==> config.mk <==
export PLATFORM = sky130hd
export DESIGN_NAME = audio_word_pairer_with_rate_meter
export DESIGN_NICKNAME = d
export VERILOG_FILES = /design/src/sv/awpr_pkg.sv /design/src/sv/awpr_div.sv /design/src/sv/awpr_dp.sv /design/src/sv/awpr_ctrl.sv /design/src/sv/audio_word_pairer_with_rate_meter.sv
export SDC_FILE = /design/constraint.sdc
export NUM_CORES = 2
export LEC_CHECK = 0
export ABC_CLOCK_PERIOD_IN_PS = 8300
export BUFFER_PORTS_ARGS = -buffer_cell sky130_fd_sc_hd__buf_4
export CAP_MARGIN = 20
export CORE_MARGIN = 2
export CORE_UTILIZATION = 55
export CTS_BUF_LIST = sky130_fd_sc_hd__clkbuf_8
export CTS_CLUSTER_DIAMETER = 40
export DETAILED_ROUTE_END_ITERATION = 16
export HOLD_SLACK_MARGIN = 0.03
export PLACE_DENSITY = 0.78
export SLEW_MARGIN = 40
export SYNTH_ARGS = -nofsm -noshare
export SYNTH_HDL_FRONTEND = slang
export SYNTH_SLANG_ARGS = --single-unit
export TNS_END_PERCENT = 30
==> constraint.sdc <==
create_clock -name clk -period 8.3 [get_ports clk]
set_clock_uncertainty 0.1 [all_clocks]
set_input_delay 1.245 -clock clk [delete_from_list [all_inputs] [get_ports clk]]
set_output_delay 1.245 -clock clk [all_outputs]
set_load 0.02 [all_outputs]
==> src/sv/awpr_pkg.sv <==
// ----------------------------------------------------------------------------
// awpr_pkg
// Shared types and constants for the audio word pairer and rate meter.
// ----------------------------------------------------------------------------
package awpr_pkg;

  localparam int HALF_W   = 16;
  localparam int CNT_W    = 32;
  localparam int TICK_W   = 24;
  localparam int PROD_W   = CNT_W + 20;   // count times one million
  localparam int DCNT_W   = 5;

  localparam logic [TICK_W-1:0] MAX24            = 24'hFF_FFFF;
  localparam logic [TICK_W-1:0] IDLE_LIMIT_RESET = 24'd200000;
  localparam logic [TICK_W-1:0] WINDOW_RESET     = 24'd500000;
  localparam logic [19:0]       US_PER_SECOND    = 20'd1000000;
  localparam logic [DCNT_W-1:0] DIV_STEPS        = 5'd24;

  // configuration register indexes
  localparam logic [1:0] REG_SOURCE_FORMAT = 2'd0;
  localparam logic [1:0] REG_RESTART_EN    = 2'd1;
  localparam logic [1:0] REG_IDLE_LIMIT    = 2'd2;
  localparam logic [1:0] REG_WINDOW        = 2'd3;

  // word kinds on the input stream
  localparam logic OP_WORD = 1'b0;
  localparam logic OP_TICK = 1'b1;

  typedef struct packed {
    logic load_in;    // latch the accepted input word
    logic load_mul;   // register count delta times one million
    logic div_start;  // launch the rate division
    logic commit;     // update state and load the output register
  } ctrl_cmd_t;

  typedef struct packed {
    logic need_div;   // current tick closes a measurement window
    logic div_done;
    logic out_free;   // output register can take a new word
  } ctrl_status_t;

endpackage

==> src/sv/awpr_div.sv <==
// ----------------------------------------------------------------------------
// awpr_div
// Restoring divider, one quotient bit per cycle, 24-bit saturating result.
// ----------------------------------------------------------------------------
module awpr_div (
  input  logic                          clk,
  input  logic                          rst,
  input  logic                          start,
  input  logic [awpr_pkg::PROD_W-1:0]   dividend,
  input  logic [awpr_pkg::TICK_W-1:0]   divisor,
  output logic                          done,
  output logic [awpr_pkg::TICK_W-1:0]   quotient
);
  import awpr_pkg::*;

  logic                busy;
  logic                sat;
  logic [TICK_W-1:0]   rem;
  logic [TICK_W-1:0]   quo;
  logic [DCNT_W-1:0]   cnt;
  logic [TICK_W:0]     trial;
  logic                ge;
  logic [TICK_W-1:0]   rem_step;
  logic                too_big;

  // quotient overflows 24 bits when the upper part already reaches the divisor
  assign too_big  = dividend[PROD_W-1:TICK_W] >= {{(PROD_W-2*TICK_W){1'b0}}, divisor};
  assign trial    = {rem, quo[TICK_W-1]};
  assign ge       = trial >= {1'b0, divisor};
  assign rem_step = ge ? TICK_W'(trial - {1'b0, divisor}) : trial[TICK_W-1:0];
  assign quotient = sat ? MAX24 : quo;

  always_ff @(posedge clk) begin
    if (rst) begin
      busy <= 1'b0;
      done <= 1'b0;
    end else if (start) begin
      busy <= !too_big;
      done <= too_big;
    end else if (busy && cnt == DCNT_W'(1)) begin
      busy <= 1'b0;
      done <= 1'b1;
    end
  end

  always_ff @(posedge clk) begin
    if (start) begin
      sat <= too_big;
      rem <= dividend[2*TICK_W-1:TICK_W];
      quo <= dividend[TICK_W-1:0];
      cnt <= DIV_STEPS;
    end else if (busy) begin
      rem <= rem_step;
      quo <= {quo[TICK_W-2:0], ge};
      cnt <= cnt - DCNT_W'(1);
    end
  end

endmodule

==> src/sv/awpr_dp.sv <==
// ----------------------------------------------------------------------------
// awpr_dp
// Datapath: config registers, run state, next-state logic, output register.
// ----------------------------------------------------------------------------
module awpr_dp (
  input  logic                   clk,
  input  logic                   rst,
  input  logic                   cfg_we,
  input  logic [1:0]             cfg_index,
  input  logic [23:0]            cfg_data,
  input  logic [39:0]            s_tdata,
  input  logic                   s_tuser,
  output logic                   m_tvalid,
  input  logic                   m_tready,
  output logic [127:0]           m_tdata,
  input  awpr_pkg::ctrl_cmd_t    cmd,
  output awpr_pkg::ctrl_status_t status
);
  import awpr_pkg::*;

  // configuration
  logic              source_format;
  logic              restart_en;
  logic [TICK_W-1:0] idle_limit;
  logic [TICK_W-1:0] window_len;

  // run state
  logic              pair_phase;
  logic [HALF_W-1:0] held_half;
  logic [CNT_W-1:0]  delivered_total;
  logic [CNT_W-1:0]  dropped_total;
  logic [CNT_W-1:0]  window_start;
  logic [TICK_W-1:0] window_ticks;
  logic [TICK_W-1:0] idle_ticks;
  logic [TICK_W-1:0] rate_value;

  // latched input word
  logic              op_q;
  logic [CNT_W-1:0]  word_q;
  logic              space_q;

  // division operands
  logic [PROD_W-1:0] prod_q;
  logic [TICK_W-1:0] den_q;
  logic [PROD_W-1:0] mult;
  logic              div_done;
  logic [TICK_W-1:0] div_q;

  logic [HALF_W-1:0] half;
  logic [TICK_W-1:0] idle_inc;
  logic [TICK_W-1:0] win_inc;
  logic              restart_hit;
  logic              win_end;

  // next values
  logic              pair_phase_next;
  logic [HALF_W-1:0] held_half_next;
  logic [CNT_W-1:0]  delivered_next;
  logic [CNT_W-1:0]  dropped_next;
  logic [CNT_W-1:0]  window_start_next;
  logic [TICK_W-1:0] window_ticks_next;
  logic [TICK_W-1:0] idle_ticks_next;
  logic [TICK_W-1:0] rate_next;
  logic              valid_o;
  logic              drop_o;
  logic              upd_o;
  logic              rst_o;
  logic [HALF_W-1:0] left_o;
  logic [HALF_W-1:0] right_o;

  awpr_div u_div (
    .clk      (clk),
    .rst      (rst),
    .start    (cmd.div_start),
    .dividend (prod_q),
    .divisor  (den_q),
    .done     (div_done),
    .quotient (div_q)
  );

  assign half        = source_format ? word_q[15:0] : word_q[23:8];
  assign idle_inc    = (idle_ticks == MAX24) ? idle_ticks : idle_ticks + TICK_W'(1);
  assign win_inc     = (window_ticks == MAX24) ? window_ticks : window_ticks + TICK_W'(1);
  assign restart_hit = restart_en && (idle_inc > idle_limit);
  assign win_end     = win_inc >= window_len;
  assign mult        = {20'd0, delivered_total - window_start} * {32'd0, US_PER_SECOND};

  assign status.need_div = (op_q == OP_TICK) && !restart_hit && win_end;
  assign status.div_done = div_done;
  assign status.out_free = !m_tvalid || m_tready;

  always_comb begin
    pair_phase_next   = pair_phase;
    held_half_next    = held_half;
    delivered_next    = delivered_total;
    dropped_next      = dropped_total;
    window_start_next = window_start;
    window_ticks_next = window_ticks;
    idle_ticks_next   = idle_ticks;
    rate_next         = rate_value;
    valid_o           = 1'b0;
    drop_o            = 1'b0;
    upd_o             = 1'b0;
    rst_o             = 1'b0;
    left_o            = '0;
    right_o           = '0;
    if (op_q == OP_WORD) begin
      idle_ticks_next = '0;
      if (!pair_phase) begin
        held_half_next  = half;
        pair_phase_next = 1'b1;
      end else begin
        pair_phase_next = 1'b0;
        if (space_q) begin
          valid_o        = 1'b1;
          left_o         = source_format ? half : held_half;
          right_o        = source_format ? held_half : half;
          delivered_next = delivered_total + CNT_W'(1);
        end else begin
          drop_o       = 1'b1;
          dropped_next = dropped_total + CNT_W'(1);
        end
      end
    end else begin
      idle_ticks_next = idle_inc;
      if (restart_hit) begin
        pair_phase_next   = 1'b0;
        held_half_next    = '0;
        delivered_next    = '0;
        dropped_next      = '0;
        window_start_next = '0;
        window_ticks_next = '0;
        idle_ticks_next   = '0;
        rst_o             = 1'b1;
      end else if (win_end) begin
        rate_next         = div_q;
        window_start_next = delivered_total;
        window_ticks_next = '0;
        upd_o             = 1'b1;
      end else begin
        window_ticks_next = win_inc;
      end
    end
  end

  always_ff @(posedge clk) begin
    if (rst) begin
      source_format <= 1'b0;
      restart_en    <= 1'b1;
      idle_limit    <= IDLE_LIMIT_RESET;
      window_len    <= WINDOW_RESET;
    end else if (cfg_we) begin
      case (cfg_index)
        REG_SOURCE_FORMAT: source_format <= cfg_data[0];
        REG_RESTART_EN:    restart_en    <= cfg_data[0];
        REG_IDLE_LIMIT:    idle_limit    <= cfg_data;
        REG_WINDOW:        window_len    <= cfg_data;
        default:           source_format <= source_format;
      endcase
    end
  end

  always_ff @(posedge clk) begin
    if (rst) begin
      pair_phase      <= 1'b0;
      held_half       <= '0;
      delivered_total <= '0;
      dropped_total   <= '0;
      window_start    <= '0;
      window_ticks    <= '0;
      idle_ticks      <= '0;
      rate_value      <= '0;
    end else if (cmd.commit) begin
      pair_phase      <= pair_phase_next;
      held_half       <= held_half_next;
      delivered_total <= delivered_next;
      dropped_total   <= dropped_next;
      window_start    <= window_start_next;
      window_ticks    <= window_ticks_next;
      idle_ticks      <= idle_ticks_next;
      rate_value      <= rate_next;
    end
  end

  always_ff @(posedge clk) begin
    if (rst) begin
      m_tvalid <= 1'b0;
    end else if (cmd.commit) begin
      m_tvalid <= 1'b1;
    end else if (m_tready) begin
      m_tvalid <= 1'b0;
    end
  end

  always_ff @(posedge clk) begin
    if (cmd.load_in) begin
      op_q    <= s_tuser;
      word_q  <= s_tdata[31:0];
      space_q <= s_tdata[32];
    end
    if (cmd.load_mul) begin
      prod_q <= mult;
      den_q  <= win_inc;
    end
    if (cmd.commit) begin
      m_tdata <= {4'd0, rst_o, upd_o, rate_next, delivered_next, dropped_next,
                  drop_o, right_o, left_o, valid_o};
    end
  end

endmodule

==> src/sv/awpr_ctrl.sv <==
// ----------------------------------------------------------------------------
// awpr_ctrl
// Controller: sequences accept, optional rate division and commit.
// ----------------------------------------------------------------------------
module awpr_ctrl (
  input  logic                   clk,
  input  logic                   rst,
  input  logic                   s_tvalid,
  output logic                   s_tready,
  input  awpr_pkg::ctrl_status_t status,
  output awpr_pkg::ctrl_cmd_t    cmd
);
  import awpr_pkg::*;

  localparam logic [2:0] ST_IDLE  = 3'd0;
  localparam logic [2:0] ST_EXEC  = 3'd1;
  localparam logic [2:0] ST_MUL   = 3'd2;
  localparam logic [2:0] ST_START = 3'd3;
  localparam logic [2:0] ST_WAIT  = 3'd4;
  localparam logic [2:0] ST_FIN   = 3'd5;

  logic [2:0] state;
  logic [2:0] state_next;

  assign s_tready = (state == ST_IDLE);

  always_comb begin
    state_next    = state;
    cmd           = '0;
    cmd.load_in   = s_tvalid && (state == ST_IDLE);
    case (state)
      ST_IDLE: begin
        if (s_tvalid) state_next = ST_EXEC;
      end
      ST_EXEC: begin
        if (status.need_div) begin
          state_next = ST_MUL;
        end else if (status.out_free) begin
          cmd.commit = 1'b1;
          state_next = ST_IDLE;
        end
      end
      ST_MUL: begin
        cmd.load_mul = 1'b1;
        state_next   = ST_START;
      end
      ST_START: begin
        cmd.div_start = 1'b1;
        state_next    = ST_WAIT;
      end
      ST_WAIT: begin
        if (status.div_done) state_next = ST_FIN;
      end
      ST_FIN: begin
        if (status.out_free) begin
          cmd.commit = 1'b1;
          state_next = ST_IDLE;
        end
      end
      default: state_next = ST_IDLE;
    endcase
  end

  always_ff @(posedge clk) begin
    if (rst) begin
      state <= ST_IDLE;
    end else begin
      state <= state_next;
    end
  end

endmodule

==> src/sv/audio_word_pairer_with_rate_meter.sv <==
// ----------------------------------------------------------------------------
// audio_word_pairer_with_rate_meter
// Pairs serial-audio words into stereo samples and meters the sample rate.
// ----------------------------------------------------------------------------
// Each input word is either a captured 32-bit audio word (tuser = 0) or one
// microsecond tick (tuser = 1), and each produces exactly one output word.
// Audio words are paired into a stereo sample: format 0 is left-first and
// takes bits 23:8, format 1 is right-first and takes bits 15:0. A finished
// sample is passed on when ring_has_space is set, else it is dropped and
// counted. Ticks advance an idle timer (auto restart after too much silence
// when enabled) and a measurement window; at window end the rate is
// delivered * 1000000 / window, saturated to 24 bits.
// Steps: an audio word or an ordinary tick is accepted, then committed into
// the output register. A tick that closes a window is accepted, registers
// the count delta times one million, starts the divider, waits through the
// 24 steps of the one-bit-per-cycle rate divider and then commits; when the
// rate saturates the divider finishes at once. The next word is accepted
// while a result still waits in the output register; a commit waits only
// if that register is still full. Configuration writes take effect on the
// next cycle and are to be made while the block is idle.
// ----------------------------------------------------------------------------
module audio_word_pairer_with_rate_meter (
  input  logic         clk,
  input  logic         rst,
  // configuration write port
  input  logic         cfg_we,
  input  logic [1:0]   cfg_index,
  input  logic [23:0]  cfg_data,
  // input stream
  input  logic         s_tvalid,
  output logic         s_tready,
  input  logic [39:0]  s_tdata,   // raw_word[31:0], ring_has_space[32], zero fill
  input  logic         s_tuser,   // operation: 0 audio word, 1 tick
  // result stream
  output logic         m_tvalid,
  input  logic         m_tready,
  output logic [127:0] m_tdata    // sample_valid[0], left_sample[16:1],
                                  // right_sample[32:17], dropped[33],
                                  // drop_count[65:34], delivered_count[97:66],
                                  // rate_estimate[121:98], rate_updated[122],
                                  // restarted[123], zero fill
);
  import awpr_pkg::*;

  ctrl_cmd_t    cmd;
  ctrl_status_t status;

  // sequencing: accept, optional multiply/divide, commit
  awpr_ctrl u_ctrl (
    .clk      (clk),
    .rst      (rst),
    .s_tvalid (s_tvalid),
    .s_tready (s_tready),
    .status   (status),
    .cmd      (cmd)
  );

  // state, next-state logic, rate divider and output register
  awpr_dp u_dp (
    .clk       (clk),
    .rst       (rst),
    .cfg_we    (cfg_we),
    .cfg_index (cfg_index),
    .cfg_data  (cfg_data),
    .s_tdata   (s_tdata),
    .s_tuser   (s_tuser),
    .m_tvalid  (m_tvalid),
    .m_tready  (m_tready),
    .m_tdata   (m_tdata),
    .cmd       (cmd),
    .status    (status)
  );

endmodule

==> impl_metrics.yaml <==
outcome:
  status: "finished clean"
setup_path:
  crit_arrival_ns: 8.34
  required_ns: 8.62
  r2r_setup_slack_ns: 0.28
  critPathLaunchType: "flip-flop"
  crit_slowest_cell: "fa_1"
  worstSetupPathType: "flip-flop to flip-flop"
  crit_path_max_incr_delay_ns: 0.55
  crit_top_cell: "inv_1"
  cp_max_fo: 6
  endpoint_kind: "flip-flop"
yosys:
  synth-edff-count: 269
  netlist_instances: 3477
  async_flop_share_pct: 0
  ys_types: 92
  syn_area_per_cell_um2: 9.535
  yosys-top-cells-area: "edfxtp_1 (24%), dfxtp_1 (15%), ha_1 (11%), fa_1 (7.4%), nand2_1 (4.2%)"
  netlist_area_um2: 33150
  yosys_warnings: 0
  netlist.top_cell.by_area: "edfxtp_1"
  yosysSeqAreaShare_pct: 39.22
  yosys.area.top_type_share_pct: 24.37
  synth_top_cells_by_count: "nand2_1 (370), inv_1 (368), ha_1 (282), edfxtp_1 (269), dfxtp_1 (246)"
  synth_seq_cells: 515
  synth_most_common_cell: "nand2_1"
  synth-main-ff-cell: "edfxtp_1"
clock_tree:
  cts_buffer_depth: 3
  cts.htree.levels: 3
  clk_latency_ns: 0.69
  cts_sinks: 515
  clkTransAtPathRegs_ns: 0.06
  cts_root_buf: "clkbuf_8"
  cts_buffers: 84
  postCtsHoldBufs: 0
  cts_tree: "yes"
floorplan:
  row_count: 89
  initial_utilization_pct: 55.86
  core_area_um2: 59350
  die_w_um: 249.5
  design.die.area_um2: 62260
  die_h_um: 249.5
  io_pins: 202
sta:
  whs_ns: 0.3560
  finalHoldViolations: 0
  fin_crit_sh_pct: 96.64
  finalSetupViolations: 0
  final_max_slew_viol_count: 0
  post-route-min-period_ns: 8.021
  timing.final.ws_setup_ns: 0.2791
  max_freq_mhz: 124.7
  max_slew_margin_pct: 44.18
  tightestPinTransition_ns: 0.8344
placement:
  placement.cell_area_um2: 35410
  dp_hpwl_um: 57060
  gp_congestion: 0.9084
  dpl_worst_slack_ns: 0.04462
  numPortBuffers: 182
route:
  wl_per_cell_um: 17.08
  drc: 0
  routed-via-count: 25777
  vias_per_cell: 5.695
  wirelength_um: 77300
  drt_iter0_markers: 2011
  postRouteAntennaNets: 0
  drtPass1Iterations: 6
final_layout:
  synthToLayoutAreaGrowth_pct: 12.09
  drive_above_1_share_pct: 11.70
  post-route-util_pct: 62.61
  fin_area_um2: 37160
  nNetsFinal: 4156
grt:
  track_usage_pct: 24.35
  antenna_found_initial: 2
  grt_pass1_vias: 24316
  grt_max_degree: 111
  grt_pass1_wl_um: 124200
  globalRouteOverflowTotal: 0
run:
  cap_violations: 0
min_path:
  holdCritPathClass: "flip-flop to flip-flop"
[logic make-up after synthesis]
logic type	synth area share, %
simple gates	14.83
buf+inv	6.201
compound gates	16.54
fa+ha+maj	18.13
mux	0.9360
other cells	0.01131
flops	39.22
xor+xnor	4.129
[critical path: cells and delay by family (launching register included)]
family	cells	cell delay, ns
flops	1	0.37
buf+inv	8	0.59
simple gates	2	0.28
compound gates	14	2.63
fa+ha+maj	9	3.75
[per-layer routing]
metal | up-vias | track usage (%) | part of all wire, %
met2 | 723 | 40.55 | 48
li1 | 12659 | - | -
met4 | 0 | 7.435 | 2.6
met3 | 120 | 3.275 | 5.0
met1 | 12275 | 33.12 | 45
met5 | - | 0 | 0
[stage by stage]
step | TNS (ns) | instances
after floorplan | 0 | 3480
final | 0 | 4526
after CTS | 0 | 4519
after detailed placement | 0 | 4361
after global routing | -0.06967 | 4526
after global placement | 0 | 4360
[sequential cells by signal, summed over array words and instances, names as in the netlist, 24 cells and up]
name                  cells
u_dp.den_q               24
u_dp.window_start        32
u_dp.idle_limit          24
u_dp.window_ticks        24
u_dp.u_div.quo           24
u_dp.idle_ticks          24
u_dp.word_q              24
u_dp.dropped_total       32
u_dp.rate_value          24
u_dp.delivered_total     32
u_dp.m_tdata            124
u_dp.window_len          24
u_dp.u_div.rem           24
u_dp.prod_q              46
[placed cells by master, fill, tap and decap left out, types with 36 or more instances in the layout]
master,n
dfxtp_1,244
o21ai_0,157
a21o_1,85
xnor2_1,92
nor2_1,194
nand4_1,36
nor3_1,47
and3_1,43
a31oi_1,39
nand2_1,370
inv_1,409
xor2_1,56
nor2b_1,42
a21oi_1,235
buf_4,248
nand3_1,138
fa_1,122
nand2b_1,54
clkbuf_8,90
edfxtp_1,269
ha_1,282
a22o_1,42
[layout make-up]
class / instances / area [um2]
Fill cell: 4829 / 22190
Multi-Input combinational cell: 2453 / 18230
Sequential cell: 515 / 13010
Timing Repair Buffer: 252 / 1919
Inverter: 374 / 1411
Clock buffer: 90 / 1239
Tap cell: 773 / 967.2
Clock inverter: 68 / 386.6
Antenna cell: 1 / 2.502
[worst paths after layout]
kind,from,end,depth (start not counted)
hold / removal,u_dp.window_len[9],u_dp.window_len[9],2
hold reg to reg,u_dp.window_len[9],u_dp.window_len[9],2
setup reg to reg,u_dp.delivered_total[0],u_dp.prod_q[50],33
setup / recovery,u_dp.delivered_total[0],u_dp.prod_q[50],33
[timing repair]
| action | 4_1_cts | 5_1_grt |
|---|---|---|
| buffers inserted | 0 | 6 |
| hold endpoints to repair | 0 | 0 |
| endpoints found under the setup margin | 0 | 10 |
| gates resized for setup | 0 | 16 |
Power is left out: the tool's default activity adds up to more than one toggle a clock period on the data nets, which glitch-free logic cannot reach.
